**config.mk**
```make
export PLATFORM = sky130hd
export DESIGN_NAME = xtea_out_buf
export DESIGN_NICKNAME = d
export VERILOG_FILES = /design/src/rtl/core/xtea_pkg.sv /design/src/rtl/core/xtea_out_buf.sv
export VERILOG_INCLUDE_DIRS = /design/src /design/src/rtl/core
export SDC_FILE = /design/constraint.sdc
export NUM_CORES = 1
export LEC_CHECK = 0
export BUFFER_PORTS_ARGS = -buffer_cell sky130_fd_sc_hd__buf_2
export CAP_MARGIN = 0
export CORE_AREA = 2 2 95 106
export DETAILED_ROUTE_END_ITERATION = 12
export DIE_AREA = 0 0 97 108
export PLACE_DENSITY = 0.84
export REMOVE_ABC_BUFFERS = 1
export SLEW_MARGIN = 15
export SYNTH_ARGS = -nofsm -noshare
export SYNTH_HDL_FRONTEND = slang
export SYNTH_SLANG_ARGS = --single-unit
```
**constraint.sdc**
```tcl
create_clock -name i_clk -period 11.15 [get_ports i_clk]
set_input_delay 1.115 -clock i_clk [delete_from_list [all_inputs] [get_ports i_clk]]
set_output_delay 1.115 -clock i_clk [all_outputs]
set_load 0.005 [all_outputs]
```
**src/rtl/core/assert_macros.svh**
```systemverilog
// assertion macros used by the cipher rtl
`ifndef ASSERT_MACROS_SVH
`define ASSERT_MACROS_SVH

// condition must hold on every clock edge out of reset
`define XTEA_ASSERT(label, expr, msg) \
    label: assert property (@(posedge i_clk) disable iff (!i_rst_n) (expr)) else $error(msg);

// antecedent implies consequent in the same cycle
`define XTEA_ASSERT_IMP(label, ante, cons, msg) \
    label: assert property (@(posedge i_clk) disable iff (!i_rst_n) (ante) |-> (cons)) \
        else $error(msg);

// antecedent implies consequent in the next cycle
`define XTEA_ASSERT_NEXT(label, ante, cons, msg) \
    label: assert property (@(posedge i_clk) disable iff (!i_rst_n) (ante) |=> (cons)) \
        else $error(msg);

`endif

```
**src/rtl/core/xtea_pkg.sv**
```systemverilog
// shared types and constants of the xtea cipher core
package xtea_pkg;

    localparam logic [31:0] XTEA_DELTA = 32'h9E37_79B9;

    typedef enum logic {
        CMD_ENCRYPT = 1'b0,
        CMD_DECRYPT = 1'b1
    } t_cmd;

    typedef struct packed {
        logic [31:0] a;
        logic [31:0] b;
    } t_block;

    typedef struct packed {
        t_cmd             cmd;
        t_block           blk;
        logic [3:0][31:0] key;
    } t_item;

endpackage

```
**src/rtl/core/xtea_out_buf.sv**
```systemverilog
// output register plus skid entry, decouples pipeline advance from downstream ready
`include "assert_macros.svh"

module xtea_out_buf
    import xtea_pkg::*;
(
    input  logic   i_clk,
    input  logic   i_rst_n,
    input  logic   i_valid,
    input  t_block i_data,
    output logic   o_en,
    output logic   o_tvalid,
    input  logic   i_tready,
    output t_block o_tdata
);

    logic   r_out_valid;
    t_block r_out_data;
    logic   r_skid_valid;
    t_block r_skid_data;
    logic   pipe_en;
    logic   out_free;

    assign pipe_en  = !r_skid_valid;
    assign out_free = !r_out_valid || i_tready;

    always_ff @(posedge i_clk) begin
        if (!i_rst_n) begin
            r_out_valid  <= 1'b0;
            r_skid_valid <= 1'b0;
        end else if (out_free) begin
            if (r_skid_valid) begin
                r_out_valid  <= 1'b1;
                r_skid_valid <= 1'b0;
            end else begin
                r_out_valid  <= i_valid;
            end
        end else if (pipe_en && i_valid) begin
            r_skid_valid <= 1'b1;
        end
    end

    always_ff @(posedge i_clk) begin
        if (out_free) begin
            r_out_data <= r_skid_valid ? r_skid_data : i_data;
        end else if (pipe_en && i_valid) begin
            r_skid_data <= i_data;
        end
    end

    assign o_en     = pipe_en;
    assign o_tvalid = r_out_valid;
    assign o_tdata  = r_out_data;

    `XTEA_ASSERT(a_skid_behind_out, !r_skid_valid || r_out_valid, "skid full with empty output")
    `XTEA_ASSERT_NEXT(a_stall_to_skid, r_out_valid && !i_tready && pipe_en && i_valid, r_skid_valid, "result dropped on stall")
    `XTEA_ASSERT_NEXT(a_skid_drain, r_skid_valid && i_tready, r_out_valid && !r_skid_valid, "skid entry not moved to output")

endmodule

```
Yosys cells after proc, flatten, opt, wreduce, memory -nomap -nowiden

Index checks and enable logic that the tools add are counted.
Widths: inputs -> output; s select.

Mux-type cells: 2
Bitwise operators: 2
Reduce and logical (&&, ||, !) cells: 6

Operators with widths:

| kind              | number |
|---|---|
| $mux 64           | 1 |
| $logic_not 1->1   | 2 |
| $not 1->1         | 2 |
| $reduce_and 2->1  | 1 |
| $reduce_or 2->1   | 1 |
| $logic_and 1x1->1 | 1 |
| $logic_or 1x1->1  | 1 |
| $mux 1            | 1 |

Bits in registers: 130
Input port bits: 68
Output and inout port bits: 66
Logic and storage cells: 16

Logic depth before layout (Yosys ltp)

Word-level depth: 4
Mapped depth: 4
Mapped depth without buffers: 2

Worst setup path before layout

No wires, ideal clock.

Kind: input -> register
Start point: input i_tready
End point: register r_skid_data[0] (netlist bit) (enable)
Library setup time: 0.578 ns
Arrival time: 7.516 ns
Required time: 10.572 ns
Setup slack: 3.056 ns
Stages: 2
Buffers on the path: 0
Path through: nand2b_1 -> nor3b_1

Word-level cells in the longest chain between the ends: 3

RTL lines:

| what                              | line               | text |
|---|---|---|
| from (decl)                       | xtea_out_buf.sv:13 | `input logic i_tready,` |
| $logic_or 1x1->1                  | xtea_out_buf.sv:25 | `assign out_free = !r_out_valid \|\| i_tready;` |
| $not 1->1 (no source line)        | n/a                |  |
| $reduce_and 2->1 (no source line) | n/a                |  |
| to (signal assigned)              | xtea_out_buf.sv:47 | `r_skid_data <= i_data;` |
| to (decl)                         | xtea_out_buf.sv:20 | `t_block r_skid_data;` |

Every way passes these cells.
A chain may end at the register's enable or synchronous reset.

Final worst setup path

Start point: input i_tready
End point: register r_skid_data[30] (netlist bit) (enable)

Word-level cells in the longest chain between the ends: 3

RTL lines:

| what                              | line               | text |
|---|---|---|
| $logic_or 1x1->1                  | xtea_out_buf.sv:25 |  |
| net out_free                      | xtea_out_buf.sv:22 | `logic out_free;` |
| $not 1->1 (no source line)        | n/a                |  |
| $reduce_and 2->1 (no source line) | n/a                |  |

The timed path passes the listed nets, and every way through them passes these cells.

==> summary.md <==
| Metric | Value |
|---|---|
| GPL Wtd Cong | `0.731` |
| HPWL after DPL | `5.20 mm` |
| Unique masters post-synth | `12` |
| Layout Cells excl Fill | `484` |
| Routed WL | `8.19 mm` |
| Final ANT Viol Nets | `0` |
| Fin crit share | `22.4%` |
| Max-Cap Viols | `0` |
| Kind of critical path | `in -> reg` |
| Critical path's largest stage delay | `0.57 ns` |
| H-tree depth | `4` |
| Pwr dens | `183 nW/um^2` |
| Final Power | `1100 uW` |
| Crit-path max FO | `67` |
| Commonest cells in the netlist | `edfxtp_1, mux2_2, buf_2, buf_6, dfxtp_1` |
| Critical path launch point type | `input pin` |
| Core area | `9310 sq um` |
| DR vias | `2400` |
| Setup_tns | `0 ns` |
| Peak supply drop | `0.0959 mV` |
| Top Metal Used | `met4` |
| Starting DRC count in detailed routing | `101` |
| Syn Area/Cell | `22.7 sq um` |
| Post-cts resize count | `0` |
| Max clock buf depth | `2` |
| Worst slack at placement | `8.10 ns` |
| Worst rel slew slack | `37.9%` |
| Filler Cells Inserted | `671` |
| Vias in the first global route | `2486` |
| RSZ-0062 raised after global routing | `no` |
| CTS tree | `yes` |
| Mapped cell area | `4700 sq um` |
| Rows | `37` |
| IO Pins | `134` |
| Routed wl met3 | `628 um` |
| Largest family of logic cells by synthesized area | `multiplexers` |
| Fin. max-slew vios | `0` |
| Yosys top cell by area | `edfxtp_1` |
| Die width | `97 um` |
| Ant diodes | `0` |
| Total GRT Usage | `16.1%` |
| Num CTS Buffers | `17` |
| CP max stage cell | `nand2b_4` |
| Leakage power | `0.00229 uW` |
| Worst Tran Pin Value | `0.932 ns` |
| First-pass GRT wire length | `12.7 mm` |
| Buffers added on ports | `133` |
| DR WL/cell | `16.9 um` |
| Met2 routed WL | `4.14 mm` |
| Adder-cell area share of the yosys netlist | `0%` |
| Final setup viols | `0` |
| Number of synthesized flops with an enable pin | `128` |
| Clk Latency, worst-skew pair | `0.50 ns` |
| Seq cells post-synth | `130` |
| Synth top area share | `81.7%` |
| Multi-input logic area | `771 sq um` |
| Async SR Flop Fraction | `0%` |
| Root buf cell | `clkbuf_8` |
| XOR/XNOR Fraction of Synth Area | `0%` |
| Largest net degree at the start of global routing | `68` |
| Fmax | `0.400 GHz` |
| Initial antenna violation count | `0` |
| Metal1 wirelength | `3.33 mm` |
| Area fraction in compound gates after synthesis | `0.160%` |
| # DRC | `0` |
| Nature of the critical path endpoint | `flip-flop` |
| DIE AREA | `10500 sq um` |
| Postcts setup bufs | `0` |
| Final hold slack | `0.542 ns` |
| Multiplexer area fraction after synthesis | `15.3%` |
| Hold Violations, Final | `0` |
| Congestion Overflow GR | `0` |
| Area Growth Syn to Fin | `27.4%` |
| CTS Sinks | `130` |
| Minimum clock period | `2.50 ns` |
| Initial core utilization | `50.5%` |
| Crit path DAT | `2.65 ns` |
| Syn Inst Count | `207` |
| Final nets | `423` |
| CP cell instances | `buf_2, nand2b_4, nor3b_2, buf_4` |
| Synth top area cells | `edfxtp_1, mux2_2, dfxtp_1` |
| Reg clk slew, reported paths | `0.06 ns` |
| Count leader, synth | `edfxtp_1` |
| DR vias/cell | `4.96` |
| Layout cells sized above 1 | `61.6%` |
| Setup WS post-layout | `8.65 ns` |
| Worst min path class | `reg -> reg` |
| Yosys warns | `0` |
| Hold-fix buffers, CTS | `0` |
| Register area share after synthesis | `82.6%` |
| Worst Skew | `0.00399 ns` |
| CP required | `11.30 ns` |
| Simple-gate area share of the yosys netlist | `0.639%` |
| Status | `finished, final reports clean` |
| Die height | `108 um` |
| Detailed Routing Iterations Pass 1 | `4` |
| FF+latch area | `3880 sq um` |
| # placed instances | `453` |
| Primary FF master, synth | `edfxtp_1` |
-- routing by layer --
layer,global-route usage [%],vias to the layer above
met5,0,-
met4,7.44,0
met3,6.46,8
met2,25.6,99
met1,19.5,1167
li1,-,1126
-- final cells by class --
type	instances	share of cell area (%)
Clock inverter	10	1.15
Clock buffer	21	7.16
Tap cell	117	2.44
Timing Repair Buffer	136	11.5
Inverter	1	0.0626
Sequential cell	130	64.8
Multi-Input combinational cell	69	12.9
-- through the flow --
stage / instance area (sq um) / utilization [%]
after detailed placement: 5490 / 59.0
after CTS: 5990 / 64.4
after floorplan: 4650 / -
after global routing: 5990 / 64.4
final: 5990 / 64.4
after global placement: 5490 / 59.0
-- kinds of logic (layout without fill, tap and decap cells) --
kind of cell	Yosys count	in the layout
muxes	64	64
AOI/OAI and AO/OA	1	1
DFF	130	130
buffers and inverters	8	168
and+or+nand+nor	4	4
-- sequential cells by signal, summed over array words and instances, names as in the netlist --
signal	flops
o_tdata	64
r_skid_valid	1
o_tvalid	1
r_skid_data	64
-- final timing paths --
| kind | slack [ns] | startpoint | depth (start not counted) | end |
|---|---|---|---|---|
| worst max-delay path | 8.65 | i_tready | 4 | r_skid_data[30]$_DFFE_PP_ |
| worst min-delay path | 0.54 | r_skid_data[57]$_DFFE_PP_ | 1 | o_tdata[57]$_DFFE_PP_ |
| worst max register to register | 9.05 | o_tvalid$_SDFFE_PN0P_ | 3 | r_skid_data[30]$_DFFE_PP_ |
| worst min register to register | 0.54 | r_skid_data[57]$_DFFE_PP_ | 1 | o_tdata[57]$_DFFE_PP_ |
-- critical path, delay by kind of cell --
family        cells  cell delay, ns
buf+inv           2            0.53
simple gates      2            0.96
-- cell usage in the layout, fill, tap and decap left out, types with 2 or more instances in the layout --
cell type	instances
buf_2	133
buf_4	3
clkbuf_1	4
clkbuf_16	16
clkinv_1	5
clkinv_2	4
edfxtp_1	128
mux2_2	64
nor3b_2	2
-- report_power, final --
part | leakage [uW] | total, uW | internal, uW | switching [uW]
registers | 0.00126 | 572 | 566 | 6.34
clock network | 0.000247 | 465 | 288 | 178
logic | 0.000785 | 60.8 | 32.1 | 28.7
Note: power is estimated with default switching activity, not from simulation.
