<file path="src/rtl/core/assert_macros.svh">
// assertion macros used by the cipher rtl
`ifndef ASSERT_MACROS_SVH
`define ASSERT_MACROS_SVH

// condition must hold on every clock edge out of reset
`define XTEA_ASSERT(label, expr, msg) \
    label: assert property (@(posedge i_clk) disable iff (!i_rst_n) (expr)) else $error(msg);

// antecedent implies consequent in the same cycle
`define XTEA_ASSERT_IMP(label, ante, cons, msg) \
    label: assert property (@(posedge i_clk) disable iff (!i_rst_n) (ante) |-> (cons)) \
        else $error(msg);

// antecedent implies consequent in the next cycle
`define XTEA_ASSERT_NEXT(label, ante, cons, msg) \
    label: assert property (@(posedge i_clk) disable iff (!i_rst_n) (ante) |=> (cons)) \
        else $error(msg);

`endif

</file>
<file path="src/rtl/core/xtea_pkg.sv">
// shared types and constants of the xtea cipher core
package xtea_pkg;

    localparam logic [31:0] XTEA_DELTA = 32'h9E37_79B9;

    typedef enum logic {
        CMD_ENCRYPT = 1'b0,
        CMD_DECRYPT = 1'b1
    } t_cmd;

    typedef struct packed {
        logic [31:0] a;
        logic [31:0] b;
    } t_block;

    typedef struct packed {
        t_cmd             cmd;
        t_block           blk;
        logic [3:0][31:0] key;
    } t_item;

endpackage

</file>
<file path="src/rtl/core/xtea_half_round.sv">
// one registered xtea half-round stage, sum and key index fixed per stage
module xtea_half_round
    import xtea_pkg::*;
#(
    parameter int ROUND_COUNT = 32,
    parameter int STAGE       = 0
) (
    input  logic  i_clk,
    input  logic  i_rst_n,
    input  logic  i_en,
    input  logic  i_valid,
    input  t_item i_item,
    output logic  o_valid,
    output t_item o_item
);

    localparam bit          EVEN     = (STAGE % 2) == 0;
    localparam int          ENC_MULT = STAGE / 2 + STAGE % 2;
    localparam int          DEC_MULT = ROUND_COUNT - ENC_MULT;
    localparam logic [63:0] ENC_PROD = 64'(ENC_MULT) * 64'(XTEA_DELTA);
    localparam logic [63:0] DEC_PROD = 64'(DEC_MULT) * 64'(XTEA_DELTA);
    localparam logic [31:0] ENC_SUM  = ENC_PROD[31:0];
    localparam logic [31:0] DEC_SUM  = DEC_PROD[31:0];
    localparam logic [1:0]  ENC_IDX  = EVEN ? ENC_SUM[1:0] : ENC_SUM[12:11];
    localparam logic [1:0]  DEC_IDX  = EVEN ? DEC_SUM[12:11] : DEC_SUM[1:0];

    function automatic logic [31:0] mix_word(input logic [31:0] x);
        return ((x << 4) ^ (x >> 5)) + x;
    endfunction

    logic        r_valid;
    t_item       r_item;
    t_item       n_item;
    logic        upd_a;
    logic        is_dec;
    logic [31:0] src_word;
    logic [31:0] dst_word;
    logic [31:0] sum_key;
    logic [31:0] f_val;
    logic [31:0] new_word;

    always_comb begin
        is_dec   = (i_item.cmd == CMD_DECRYPT);
        // encrypt updates a on even stages, decrypt on odd stages
        upd_a    = EVEN ? !is_dec : is_dec;
        src_word = upd_a ? i_item.blk.b : i_item.blk.a;
        dst_word = upd_a ? i_item.blk.a : i_item.blk.b;
        sum_key  = is_dec ? (DEC_SUM + i_item.key[DEC_IDX])
                          : (ENC_SUM + i_item.key[ENC_IDX]);
        f_val    = mix_word(src_word) ^ sum_key;
        new_word = is_dec ? (dst_word - f_val) : (dst_word + f_val);
        n_item   = i_item;
        if (upd_a) begin
            n_item.blk.a = new_word;
        end else begin
            n_item.blk.b = new_word;
        end
    end

    always_ff @(posedge i_clk) begin
        if (!i_rst_n) begin
            r_valid <= 1'b0;
        end else if (i_en) begin
            r_valid <= i_valid;
        end
    end

    always_ff @(posedge i_clk) begin
        if (i_en) begin
            r_item <= n_item;
        end
    end

    assign o_valid = r_valid;
    assign o_item  = r_item;

endmodule

</file>
<file path="config.mk">
export PLATFORM = sky130hd
export DESIGN_NAME = xtea_half_round
export DESIGN_NICKNAME = d
export VERILOG_FILES = /design/src/rtl/core/assert_macros.svh /design/src/rtl/core/xtea_pkg.sv /design/src/rtl/core/xtea_half_round.sv
export SDC_FILE = /design/constraint.sdc
export NUM_CORES = 1
export LEC_CHECK = 0
export BUFFER_PORTS_ARGS = -buffer_cell sky130_fd_sc_hd__buf_2
export CAP_MARGIN = 10
export CORE_UTILIZATION = 45
export CTS_CLUSTER_DIAMETER = 120
export DETAILED_ROUTE_END_ITERATION = 8
export PLACE_DENSITY = 0.74
export SLEW_MARGIN = 30
export SYNTH_ARGS = -nofsm -noshare
export SYNTH_HDL_FRONTEND = slang
export SYNTH_SLANG_ARGS = --single-unit
export TNS_END_PERCENT = 100
</file>
<file path="constraint.sdc">
create_clock -name i_clk -period 18.2 [get_ports i_clk]
set_clock_uncertainty 0.2 [all_clocks]
set_input_delay 5.46 -clock i_clk [delete_from_list [all_inputs] [get_ports i_clk]]
set_output_delay 5.46 -clock i_clk [all_outputs]
set_load 0.05 [all_outputs]
</file>
### After elaboration in Yosys (flattened, before gate mapping)

Index checks and enable logic that the tools add are counted.

| word-level totals | value |
|---|---|
| register bits | 194 |
| input port bits | 197 |
| output and inout port bits | 194 |
| word-level logic and storage cells | 20 |

| operators by class | value |
|---|---|
| $add $sub $neg | 4 |
| multiplexer cells | 6 |
| bitwise gates (word level) | 2 |

Operators with widths:

| kind | number |
|---|---|
| two-way mux 32 bit | 6 |
| adder 32 bit | 2 |
| adder 32 bit (first input constant) | 1 |
| subtractor 32 bit | 1 |
| XOR 32 x 27 -> 32 bit | 1 |
| XOR 32 bit | 1 |

### Depth between registers and ports, before layout

Gate-level depths: netlist of the first run.

| depth | value |
|---|---|
| depth in word-level cells | 7 |
| gate-level depth with buffers | 36 |
| gate-level depth less buffers | 26 |

### Worst setup path after synthesis of the first run

No wires, ideal clock.

| timing path | value |
|---|---|
| kind | input to register |
| start | input i_item[192] (netlist name) |
| end | register r_item (netlist bit o_item[191]), data pin |
| setup time | 0.165 ns |
| data arrival time | 12.529 ns |
| required time | 17.835 ns |
| path slack | 5.306 ns |
| stages | 34 |
| path buffers | 10 |
| cell sequence | buf_6 > buf_2 > buf_4 > buf_4 > buf_2 > buf_1 > buf_2 > buf_1 > clkbuf_1 > a21oi_1 > xnor2_1 > ha_1 > and3_1 > a221o_1 > a41oi_2 > o21ai_2 > a311oi_1 > xnor2_1 > nor4b_4 > a21oi_1 > xor2_1 > ha_1 > clkbuf_1 > nand4_1 > nor2_1 > and3_1 > or4_1 > o2111ai_1 > nand3_1 > a21boi_1 > o41ai_1 > xnor2_1 > and3b_1 > o31ai_2 |

RTL lines:

| element | RTL line | RTL |
|---|---|---|
| start: declaration | xtea_half_round.sv:12 | `input t_item i_item,` |
| end signal: assignment | xtea_half_round.sv:70 | `r_item <= n_item;` |
| end: declaration | xtea_half_round.sv:32 | `t_item r_item;` |

==> impl_metrics.env, run 1 <==
export IMPL_syn_inst=1178
export IMPL_vdd_drop_max_uv=62.66
export IMPL_min_path_cells=2
export IMPL_num_rows=61
export IMPL_cts_resized=0
export IMPL_yosys_area_top_type="edfxtp_1"
export IMPL_seq_area_frac_synth_pct=45.69
export IMPL_globalRouteOverflowTotal=0
export IMPL_synthDistinctLibCells=91
export IMPL_yosys_area_top_type_share_pct=45.54
export IMPL_yosysWarnings=0
export IMPL_start_util_pct=45.81
export IMPL_cp_start_kind="input pin"
export IMPL_worstSkewPairLatency_ns=0.43
export IMPL_design_core_area_sq_mm=0.02778
export IMPL_total_power_mw=2.130
export IMPL_drv_slew=0
export IMPL_globalplace_congestion=0.9098
export IMPL_initialDrtViolationCount=781
export IMPL_status="finished clean"
export IMPL_fp_dieW_um=170.2
export IMPL_crit_fanout=89
export IMPL_finalHoldViolations=0
export IMPL_clkTransAtPathRegs_ns=0.08
export IMPL_slowest_stage="buf_4"
export IMPL_synthArstFlopShare_pct=0
export IMPL_r2r_start="o_valid"
export IMPL_hold_class="reg2reg"
export IMPL_synth_area_per_cell_sq_um=10.80
export IMPL_root_buffer="clkbuf_16"
export IMPL_worstSetupPathType="in2reg"
export IMPL_io_buffers=390
export IMPL_cts_setup_buffers=0
export IMPL_die_area_sq_mm=0.02896
export IMPL_synth_main_ff_cell="edfxtp_1"
export IMPL_period_share_pct=73.57
export IMPL_worstRegToRegCells=2
export IMPL_cp_arrival_ns=13.46
export IMPL_cts_buffer_depth=2
export IMPL_fp_dieH_um=170.2
export IMPL_cp_end_kind="flop"
export IMPL_cts_htree_levels=4
export IMPL_cellPowerDensity_mw_per_mm2=136.2
export IMPL_ant_nets=0
export IMPL_hold_buffers=0
export IMPL_relSlewSlack_pct=38.89
export IMPL_synth_seq_cells=194
export IMPL_grt_pass1_wl_um=53460
export IMPL_max_freq_mhz=74.68
export IMPL_worst_pin_slew_ns=0.9167
export IMPL_finalNetCount=1816
export IMPL_drive_gt1_share_pct=31.50
export IMPL_syn2layout_area_growth_pct=22.85
export IMPL_r2r_end="o_valid"
export IMPL_antenna_found_initial=2
export IMPL_synth_edf_count=193
export IMPL_grt_usage_pct=24.13
export IMPL_route_detailed_drc=0
export IMPL_wl_per_cell_um=18.41
export IMPL_via_per_inst=5.460
export IMPL_cts_tree="yes"
export IMPL_crit_required_ns=18.27
export IMPL_dr_pass1_iters=5
export IMPL_wl_um=35780
export IMPL_max_stage_delay_ns=0.80
export IMPL_hpwl_um=28410
export IMPL_synth_common_cells="193 x edfxtp_1, 97 x xnor2_1, 85 x a21oi_1, 83 x nand2_1, 72 x nor2_1"
export IMPL_grt_max_degree=113
export IMPL_top_level_ports=391
export IMPL_rsz0062_at_grt="no"
export IMPL_numClockSinks=194
export IMPL_grt_pass1_vias=10140
export IMPL_yosysMostFrequentCell="edfxtp_1"
export IMPL_leakage_nw=6.572
export IMPL_crit_top_cell="xnor2_1"
export IMPL_synth_area_leaders="edfxtp_1 46%, xnor2_1 6.7%, ha_1 6.4%"
export IMPL_setup_tns_ns=0
export IMPL_setup_violations=0
export IMPL_synth_nets=1442
export IMPL_period_needed_ns=13.39
export IMPL_hp_start="o_valid"
export IMPL_syn_area_sq_mm=0.01273
export IMPL_maxCapViolations=0
export IMPL_reg2reg_slack_ns=17.39
export IMPL_cts_made_buffers=17
export IMPL_holdPathEnd="o_valid"
export IMPL_vias=10615
==> cell type report <==
class	instances	area, sq um
repair buffers	394	2001
clock buffers	17	425.4
inverters	43	161.4
well taps	378	473.0
clock inverters	15	173.9
fillers	2515	12150
flip-flops and latches	194	5816
diodes	1	2.502
multi-input cells	902	6583
==> logic make-up after synthesis <==
kind of cell	share of synthesized area, %
AOI/OAI and AO/OA	16.65
and+or+nand+nor	13.25
adders and majority gates	6.783
DFF	45.69
xor gates and xnor gates	10.59
muxes	4.444
buffers and inverters	2.585
==> power breakdown <==
part           internal [mW]  switching (mW)  leakage, nW
logic                  0.374           0.764         4.39
clock network          0.187           0.194        0.291
registers              0.592          0.0183         1.90
total                   1.15           0.977         6.57
==> cells in the final DEF, fill, tap and decap left out, drive strengths merged, types with 7 or more instances in the layout <==
master	synthesis	layout
clkbuf	21	18
mux2	34	34
xor2	48	48
o21bai	31	31
mux2i	17	17
o31ai	8	8
and3	10	10
inv	43	52
nand2b	18	18
buf	18	393
nand3	23	23
nor2	73	73
nor3b	7	7
a31oi	17	17
xnor2	99	99
a21o	24	24
ha	65	65
a21boi	10	10
o21a	12	12
a21oi	87	87
edfxtp	193	193
or3	8	8
nor3	22	22
o21ai	69	69
nor2b	31	31
o41ai	8	8
nand2	83	83
==> stage by stage <==
step	instances	hold slack [ns]	worst slack [ns]	instance area [sq um]	utilization, %
2_1_floorplan	1178	0.5429	5.306	12730	-
3_3_place_gp	1911	0.3020	4.677	15030	54.10
3_5_place_dp	1911	0.3360	4.460	15030	54.10
4_1_cts	1943	0.3488	4.905	15630	56.26
5_1_grt	1943	0.3964	4.129	15630	56.27
6_report	1944	0.3424	4.809	15640	56.28
==> sequential cells by signal (all words and copies together) (netlist names) <==
name / cells
o_valid: 1
o_item: 193
==> layer usage <==
| metal | global-route usage [%] | part of all wire [%] | routed length (um) |
|---|---|---|---|
| met2 | 44.74 | 52 | 18680 |
| met3 | 4.488 | 7.2 | 2565 |
| met1 | 27.61 | 38 | 13640 |
| met5 | 0 | 0.028 | 10 |
| met4 | 8.186 | 2.5 | 897 |
==> how the worst max path moves through the flow <==
stage,start,endpoint,slack (ns),depth (start not counted)
CTS,i_item[192],o_item[191],4.91,28
global route,i_item[192],o_item[191],4.13,28
global placement,i_item[192],o_item[191],4.68,28
detailed placement,i_item[192],o_item[191],4.46,26
floorplan,i_item[192],o_item[191],5.31,34
finish,i_item[192],o_item[191],4.81,28
==> critical path: cells and delay by family <==
family / cells / cell delay (ns)
compound gates: 10 / 2.41
simple gates: 9 / 2.15
buf+inv: 3 / 1.85
fa+ha+maj: 2 / 0.79
xor+xnor: 4 / 0.75
Note: power is estimated with default switching activity, not from simulation.
==> run 2, diff against run 1 <==
- clock period: 18.2 -> 13.3 ns (I/O delays scaled with it)
==> impl_metrics.env, run 2 (synthesized netlist as in run 1, its figures left out) <==
export IMPL_initialDrtViolationCount=643
export IMPL_die_area_sq_mm=0.02896
export IMPL_cts_resized=0
export IMPL_grt_max_degree=122
export IMPL_mostFrequentLayoutCells="388 x buf_2, 193 x edfxtp_1, 97 x xnor2_1, 85 x a21oi_1, 83 x nand2_1"
export IMPL_numClockSinks=194
export IMPL_max_stage_delay_ns=0.63
export IMPL_via_per_inst=5.444
export IMPL_vdd_drop_max_uv=103.5
export IMPL_cp_arrival_ns=11.09
export IMPL_drive_gt1_share_pct=31.46
export IMPL_top_level_ports=391
export IMPL_setup_violations=0
export IMPL_globalRouteOverflowTotal=0
export IMPL_setup_tns_ns=0
export IMPL_path_depth=25
export IMPL_slowest_stage="buf_6"
export IMPL_grt_usage_pct=24.44
export IMPL_max_freq_mhz=90.94
export IMPL_hp_start="o_valid"
export IMPL_syn2layout_area_growth_pct=23.01
export IMPL_crit_required_ns=13.40
export IMPL_hpwl_um=28140
export IMPL_cts_setup_buffers=0
export IMPL_route_detailed_drc=0
export IMPL_cts_buffer_depth=2
export IMPL_dr_pass1_iters=5
export IMPL_finalNetCount=1815
export IMPL_cts_made_buffers=17
export IMPL_antenna_found_initial=1
export IMPL_ant_nets=0
export IMPL_dr_wl_met2_um=18360
export IMPL_holdPathEnd="o_valid"
export IMPL_r2r_end="o_valid"
export IMPL_globalplace_congestion=0.8924
export IMPL_met1Wirelength_um=13960
export IMPL_crit_top_cell="xnor2_1"
export IMPL_root_buffer="clkbuf_16"
export IMPL_reg2reg_slack_ns=12.49
export IMPL_fillerInstances=2490
export IMPL_io_buffers=390
export IMPL_worstSkewPairLatency_ns=0.46
export IMPL_r2r_start="o_valid"
export IMPL_grt_pass1_vias=10376
export IMPL_finalHoldViolations=0
export IMPL_multiInputGateArea_sq_mm=0.006583
export IMPL_crit_fanout=121
export IMPL_cp_num_buf_inv=2
export IMPL_maxCapViolations=0
export IMPL_worstSetupPathType="in2reg"
export IMPL_cts_htree_levels=4
export IMPL_period_share_pct=82.68
export IMPL_cp_end_kind="flop"
export IMPL_fp_dieH_um=170.2
export IMPL_start_util_pct=45.81
export IMPL_cellPowerDensity_mw_per_mm2=186.2
export IMPL_total_power_mw=2.915
export IMPL_worst_pin_slew_ns=0.9217
export IMPL_grt_pass1_wl_um=53760
export IMPL_largest_reg_flops=193
export IMPL_layout_commonest_cell="buf_2"
export IMPL_vias=10577
export IMPL_rsz0062_at_grt="no"
export IMPL_worstRegToRegCells=2
export IMPL_hold_buffers=0
export IMPL_wl_um=35920
export IMPL_final_seq_area_sq_mm=0.005816
export IMPL_min_path_cells=2
export IMPL_cp_start_kind="input pin"
export IMPL_period_needed_ns=11.00
export IMPL_hold_class="reg2reg"
export IMPL_cp_top_family="simple AND/OR/NAND/NOR gates"
export IMPL_status="finished clean"
export IMPL_num_rows=61
export IMPL_wl_per_cell_um=18.49
export IMPL_design_core_area_sq_mm=0.02778
export IMPL_highest_layer="met5"
export IMPL_met3_length_um=2557
export IMPL_cts_tree="yes"
export IMPL_clkTransAtPathRegs_ns=0.08
export IMPL_drv_slew=0
export IMPL_fp_dieW_um=170.2
export IMPL_leakage_nw=6.566
export IMPL_relSlewSlack_pct=38.55
run 2: changes by cell type in the layout (fill, tap and decap cells not counted), sizes merged:
cell	before	now
clkinvlp	1	3
inv	52	48
buf	393	392
clkinv	5	7
run 2: area by class of cell:
type | count | area share, %
Tap cell | 378 | 3.021
Inverter | 43 | 1.031
Clock buffer | 17 | 2.717
Clock inverter | 15 | 1.215
Antenna cell | 1 | 0.01598
Sequential cell | 194 | 37.15
Multi-Input combinational cell | 902 | 42.04
Timing Repair Buffer | 393 | 12.81
run 2: metrics by stage:
step	hold WS, ns	util (%)	cells	worst slack [ns]	cell area, sq um
3_3_place_gp	0.3004	54.12	1910	2.106	15030
5_1_grt	0.4078	56.35	1942	1.684	15650
3_5_place_dp	0.3408	54.12	1910	1.952	15030
4_1_cts	0.3520	56.33	1942	2.441	15650
2_1_floorplan	0.5429	-	1178	1.876	12730
6_report	0.3484	56.35	1943	2.304	15660
run 2: worst max-delay path by stage:
stage	start	endpoint	slack, ns
6_report	i_item[192]	o_item[191]	2.30
4_1_cts	i_item[192]	o_item[191]	2.44
3_5_place_dp	i_item[192]	o_item[191]	1.95
5_1_grt	i_item[192]	o_item[158]	1.68
3_3_place_gp	i_item[192]	o_item[191]	2.11
2_1_floorplan	i_item[192]	o_item[191]	1.88
run 2: where the power goes:
group          internal [mW]  switching [mW]
registers              0.810          0.0242
clock network          0.256           0.268
logic                  0.513            1.04
total                   1.58            1.34
run 2: metal layers:
metal  vias up  track usage (%)
met3        57            5.791
met4         2            9.244
li1       5143                -
met1      4968            27.29
met2       407            44.73
met5         -                0
run 2: worst reg2reg max path, cell delays in order (launching register included):
cell,delay (ns)
dfxtp_1,0.32
mux2i_1,0.12
nor2b_1,0.07
